## src/design/imhpq_pkg.sv

```systemverilog
// Package for the indexed min-heap priority queue.
// Holds command codes, status codes and the controller/datapath command and status structs.
package imhpq_pkg;

   localparam int KEY_W = 31;
   localparam int VTX_W = 8;
   localparam int VERTEX_IDS = 256;

   typedef enum logic [1:0] {
      MODE_INSERT  = 2'd0,
      MODE_EXTRACT = 2'd1,
      MODE_DECR    = 2'd2,
      MODE_QUERY   = 2'd3
   } mode_type;

   typedef enum logic [1:0] {
      ST_OK    = 2'd0,
      ST_EMPTY = 2'd1,
      ST_BAD   = 2'd2
   } status_type;

   typedef enum logic [3:0] {
      OP_NONE,
      OP_LATCH,
      OP_LOOKUP,
      OP_INS_WRITE,
      OP_EXT_READ_LAST,
      OP_EXT_WRITE_ROOT,
      OP_DECR_READ,
      OP_DECR_WRITE,
      OP_UP_READ,
      OP_UP_SWAP,
      OP_DOWN_READ,
      OP_DOWN_READ_R,
      OP_DOWN_PICK,
      OP_DOWN_SWAP,
      OP_RESULT
   } op_type;

   typedef struct packed {
      op_type op;
   } cmd_type;

   typedef struct packed {
      logic [1:0] mode;
      logic       vertex_ok;
      logic       present;
      logic       full;
      logic       empty;
      logic       last_zero;
      logic       decr_take;
      logic       at_root;
      logic       up_swap;
      logic       down_swap;
   } stat_type;

endpackage

```

## src/design/imhpq_ctrl.sv

```systemverilog
// Controller for the indexed min-heap: sequences lookup, write and sift steps per command.
// Depends on imhpq_pkg; commands imhpq_datapath and runs the request/response handshake.
module imhpq_ctrl (
   input  logic                 clock,
   input  logic                 reset,
   input  logic                 req_tvalid,
   output logic                 req_tready,
   output logic                 rsp_tvalid,
   input  logic                 rsp_tready,
   output imhpq_pkg::cmd_type   cmd,
   input  imhpq_pkg::stat_type  stat
);
   import imhpq_pkg::*;

   typedef enum logic [3:0] {
      S_IDLE, S_LOOKUP, S_DECIDE, S_EXT_LAST, S_EXT_ROOT, S_DECR,
      S_UP_READ, S_UP_TEST, S_DN_READ, S_DN_READ_R, S_DN_PICK, S_DN_TEST, S_OUT
   } state_type;

   state_type state_ff, state_in;
   logic      valid_ff, valid_in;
   logic      load_out;

   always_comb begin
      state_in = state_ff;
      cmd.op   = OP_NONE;
      load_out = 1'b0;
      unique case (state_ff)
         S_IDLE: if (req_tvalid && req_tready) begin
            cmd.op = OP_LATCH; state_in = S_LOOKUP;
         end
         S_LOOKUP: begin cmd.op = OP_LOOKUP; state_in = S_DECIDE; end
         S_DECIDE: begin
            state_in = S_OUT;
            unique case (stat.mode)
               MODE_INSERT: if (stat.vertex_ok && !stat.present && !stat.full) begin
                  cmd.op = OP_INS_WRITE; state_in = S_UP_READ;
               end
               MODE_EXTRACT: if (!stat.empty) state_in = S_EXT_LAST;
               MODE_DECR: if (stat.present) begin
                  cmd.op = OP_DECR_READ; state_in = S_DECR;
               end
               default: ;
            endcase
         end
         S_EXT_LAST: begin cmd.op = OP_EXT_READ_LAST; state_in = S_EXT_ROOT; end
         S_EXT_ROOT: begin cmd.op = OP_EXT_WRITE_ROOT; state_in = S_DN_READ; end
         S_DECR: if (stat.decr_take) begin
            cmd.op = OP_DECR_WRITE; state_in = S_UP_READ;
         end else state_in = S_OUT;
         S_UP_READ: if (stat.at_root) state_in = S_OUT;
            else begin cmd.op = OP_UP_READ; state_in = S_UP_TEST; end
         S_UP_TEST: if (stat.up_swap) begin
            cmd.op = OP_UP_SWAP; state_in = S_UP_READ;
         end else state_in = S_OUT;
         S_DN_READ: begin cmd.op = OP_DOWN_READ; state_in = S_DN_READ_R; end
         S_DN_READ_R: begin cmd.op = OP_DOWN_READ_R; state_in = S_DN_PICK; end
         S_DN_PICK: begin cmd.op = OP_DOWN_PICK; state_in = S_DN_TEST; end
         S_DN_TEST: if (stat.down_swap) begin
            cmd.op = OP_DOWN_SWAP; state_in = S_DN_READ;
         end else state_in = S_OUT;
         S_OUT: if (!valid_ff || rsp_tready) begin
            cmd.op = OP_RESULT; load_out = 1'b1; state_in = S_IDLE;
         end
         default: state_in = S_IDLE;
      endcase
      valid_in = valid_ff;
      if (valid_ff && rsp_tready) valid_in = 1'b0;
      if (load_out) valid_in = 1'b1;
   end

   // hold the word in the result register until taken; return to idle once loaded
   always_ff @(posedge clock) begin
      if (reset) begin
         state_ff <= S_IDLE;
         valid_ff <= 1'b0;
      end else begin
         state_ff <= state_in;
         valid_ff <= valid_in;
      end
   end

   assign req_tready = (state_ff == S_IDLE);
   assign rsp_tvalid = valid_ff;
endmodule
```

## config.mk

```make
export PLATFORM = sky130hd
export DESIGN_NAME = imhpq_ctrl
export DESIGN_NICKNAME = d
export VERILOG_FILES = /design/src/design/imhpq_pkg.sv /design/src/design/imhpq_ctrl.sv
export SDC_FILE = /design/constraint.sdc
export NUM_CORES = 1
export LEC_CHECK = 0
export BUFFER_PORTS_ARGS = -buffer_cell sky130_fd_sc_hd__buf_2
export CAP_MARGIN = 10
export CORE_AREA = 2 2 39 41
export DETAILED_ROUTE_END_ITERATION = 10
export DIE_AREA = 0 0 41 43
export PLACE_DENSITY = 0.79
export SLEW_MARGIN = 20
export SYNTH_ARGS = -nofsm -noshare
export SYNTH_HDL_FRONTEND = slang
export SYNTH_SLANG_ARGS = --single-unit
```

## constraint.sdc

```tcl
create_clock -name clock -period 1.8 [get_ports clock]
set_input_delay 0.27 -clock clock [delete_from_list [all_inputs] [get_ports clock]]
set_output_delay 0.27 -clock clock [all_outputs]
set_load 0.01 [all_outputs]
```

==> reports/metrics.sh <==
COMB_POWER_SHARE_PCT=43.0
CELLPOWERDENSITY_nW_PER_UM2=704
STDCELL_COUNT=114
CTS.SINKS=5
SYNTH_COMPOUND_GATE_AREA_SHARE_PCT=36.2
SEQ_POWER_SHARE_PCT=30.8
FP.DIEH_UM=43
STATUS='finished clean'
POWER.INTERNAL_uW=309
ROWS=14
YS_FF_LATCH=5
WORST-PATH-BUF-INV=2
VDD.IR_DROP.WORST_V=0.000330
AREA_GROWTH_PCT=34.0
FIRST_GLOBAL_VIAS=595
TIMING.CRITICAL_PATH.FROM_TYPE='flop'
WORST-ENDPOINT-REQUIRED_NS=1.53
P_SWITCHING_uW=190
CRITICAL_PATH_ARRIVAL_NS=1.47
P_LEAK_uW=0.000277
YOSYS.AREA_SHARE.SIMPLE_PCT=30.7
VIAS_PER_CELL=5.79
TIMING.FINAL.MAX_SLEW_VIOLATIONS=0
PATH_DELAY_FAMILY='compound AO/OA/AOI/OAI gates'
GRT_BUSIEST_LAYER='met2'
POSTSYNTHNETCOUNT=90
SYNTH.LIB_CELLS_USED.DISTINCT=33
TIMING.FINAL.CRIT_SHARE_PCT=96.9
PLACE.DETAILED.HPWL_UM=1120
POST-ROUTE-UTIL_PCT=51.3
CLK_LATENCY_NS=0.24
SLEW-LIMIT-HEADROOM_PCT=74.4
TOTAL_ITERATIONS_OF_THE_FIRST_DETAILED_ROUTING_RUN=4
GRT_START_MAX_NET_PINS=16
SHARE_OF_CELLS_ABOVE_DRIVE_STRENGTH_1_PCT=38.8
CLOCKROOTBUFFER='clkbuf_4'
WORST_PATH_MAX_DELAY_CELL='dfxtp_4'
POST_SYNTH.CELL_AREA_AVG_UM2=7.06
CLKTRANSATPATHREGS_NS=0.04
SYNTH_TOP_FAMILY_BY_AREA='compound AO/OA/AOI/OAI gates'
CTS_BUFFERS=3
WORST_SETUP_PATH_END_KIND='output pin'
CP_SLOWEST_STAGE_DELAY_NS=0.37
CLOCK_POWER_SHARE_PCT=26.1
CTS_TREE='done'
CRIT_TYPE='reg2out'
NUMBER_OF_ANTENNA_VIOLATIONS_AT_THE_FIRST_CHECK_IN_GLOBAL_ROUTING=0
CTS.PATH.MAX_BUFFERS=2
TIMING.CLOCK.SKEW_NS=0.00106
FINALSETUPVIOLCOUNT=0
CTS_SETUP_BUFFERS=0
GRT_PASS1_WL_UM=2370
IO_PINS=21
GR-USAGE-MET3_PCT=4.71
LAYOUT.NETS=114
INSERTEDDIODECOUNT=0
PATH_MAX_FANOUT=9
HOLD_PATH.CLASS='in2reg'
FMAXACHIEVABLE_GHz=0.573
INITIAL_CORE_UTIL_PCT=38.2
CTSHOLDBUFFERS=0
SYNTH-WARNING-COUNT=0
LAYOUT_COMMON_CELLS='buf_2 (19), nor2_1 (7), a21oi_1 (7), o21ai_0 (6), buf_4 (6)'
POST-PLACE-CELLS=110
TRANSITION_TIME_AT_THE_PIN_WITH_THE_LEAST_SLEW_MARGIN_NS=0.384
HOLD_VIOL_FINAL=0
LAYOUT.CELLS.MOST_COMMON='buf_2'
MAX_CAPACITANCE_VIOLATION_COUNT=0
MET2_USAGE_PCT=32.2
DRC=0
POST_SYNTH_MUX_AREA_SHARE_PCT=2.13
TOTAL_GLOBAL_ROUTING_OVERFLOW=0
CRITICAL_PATH_CELL_SEQUENCE='buf_4 -> nand2_1 -> nor3_1 -> o21ai_0 -> o311ai_0 -> buf_2'
GP_CONGESTION=0.784
SYNTH_XOR_XNOR_AREA_SHARE_PCT=1.65
GRT_TOTAL_USAGE_PCT=19.0
DIEAREA_UM2=1760
NFILLCELLS=137
POWER_SWITCHING_SHARE_PCT=38.0
SYNTH_ADDER_AREA_SHARE_PCT=0
FLOORPLAN.CORE_AREA_UM2=1380
ANTENNA_LEFT=0
ROUTE.VIAS.TOTAL=660
DRT_FIRST_ITER_VIOLATIONS=10
CHIPWIDTH_UM=41
POSTSYNTHCELLCOUNT=75
FINAL_CRITICAL_PATH_SETUP_SLACK_NS=0.0556
PORTBUFFERS=19
FINALWORSTPATHREQUIREDPERIOD_NS=1.74
GRT_UTIL_MET1_PCT=22.8
HTREE_LEVELS=1
YOSYSSEQAREASHARE_PCT=18.9
DP_WORST_SETUP_SLACK_NS=0.0341
ROUTED_WIRELENGTH_UM=1470
ROUTED_WIRE_LENGTH_PER_INSTANCE_UM=12.9
SYNTH.CELL_AREA_UM2=529
registers in the layout, indices dropped and copies added (netlist names):
| name | count |
|---|---|
| state_ff | 4 |
| rsp_tvalid | 1 |
cell families after synthesis:
kind of cell / count (synthesis)
AOI/OAI and AO/OA: 27
xor gates and xnor gates: 1
buffers and inverters: 11
DFF: 5
muxes: 1
and+or+nand+nor: 30
Yosys cell counts:
cell type | count | area (um2)
nand3b_1 | 2 | 15.0
nand4_1 | 1 | 6.26
buf_2 | 5 | 25.0
nor2_1 | 8 | 30.0
a2111oi_0 | 1 | 8.76
and3_1 | 2 | 12.5
a21oi_1 | 7 | 35.0
nand3_1 | 1 | 5.00
o21ai_0 | 6 | 30.0
and2b_1 | 1 | 7.51
o32a_1 | 1 | 10.0
o2111a_1 | 1 | 11.3
mux2_2 | 1 | 11.3
inv_1 | 5 | 18.8
nand2b_1 | 3 | 18.8
nor3b_1 | 1 | 7.51
nor4_1 | 3 | 18.8
a41oi_1 | 1 | 8.76
nor2b_1 | 1 | 6.26
a31oi_1 | 2 | 12.5
buf_6 | 1 | 11.3
a2bb2oi_1 | 1 | 8.76
o311ai_0 | 2 | 17.5
or3_1 | 1 | 6.26
nor3_1 | 2 | 10.0
xnor2_1 | 1 | 8.76
or4_1 | 1 | 7.51
dfxtp_1 | 5 | 100
a211oi_1 | 1 | 7.51
nand2_1 | 3 | 11.3
a221oi_2 | 1 | 15.0
a2111o_1 | 1 | 11.3
o211ai_1 | 2 | 15.0
layout make-up:
type / instances / area, um2 / area share, %
clock buffers: 4 / 26.3 / 3.70
inverters: 5 / 18.8 / 2.65
multi-input cells: 59 / 389 / 54.9
flip-flops and latches: 5 / 115 / 16.2
well taps: 16 / 20.0 / 2.82
repair buffers: 25 / 140 / 19.8
path summary, 6_finish.rpt:
check	depth (start not counted)	from	slack, ns	to
worst max-delay path	6	state_ff[3]	0.06	cmd[1]
worst min-delay path	2	reset	0.26	state_ff[3]
worst max register to register	4	state_ff[1]	0.39	state_ff[3]
worst min register to register	1	state_ff[0]	0.48	state_ff[0]
through the flow:
step           hold slack (ns)  cell area [um2]  power, uW  setup TNS, ns
2_1_floorplan            0.336              529        285              0
3_3_place_gp             0.511              653        353              0
3_5_place_dp             0.517              653        359              0
4_1_cts                  0.254              691        494              0
5_1_grt                  0.259              709        543       -0.00497
6_report                 0.264              709        499              0
power groups by stage:
| stage | Combinational (uW) | Sequential (uW) | Clock, uW |
|---|---|---|---|
| 2_1_floorplan | 155 | 130 | 0 |
| 3_3_place_gp | 203 | 150 | 0 |
| 3_5_place_dp | 208 | 151 | 0 |
| 4_1_cts | 211 | 152 | 132 |
| 5_1_grt | 242 | 156 | 146 |
| 6_report | 215 | 154 | 130 |
metal layers:
| layer | share of wire, % | up-vias |
|---|---|---|
| li1 | - | 332 |
| met1 | 45 | 307 |
| met2 | 51 | 21 |
| met3 | 4.0 | 0 |
| met4 | 0 | 0 |
| met5 | 0 | - |
timing repair:
action / CTS / global route
gates cloned: 0 / 0
setup endpoints to repair: 3 / 2
pin swaps: 0 / 0
gates resized for setup: 6 / 7
Note: power is estimated with default switching activity, not from simulation.
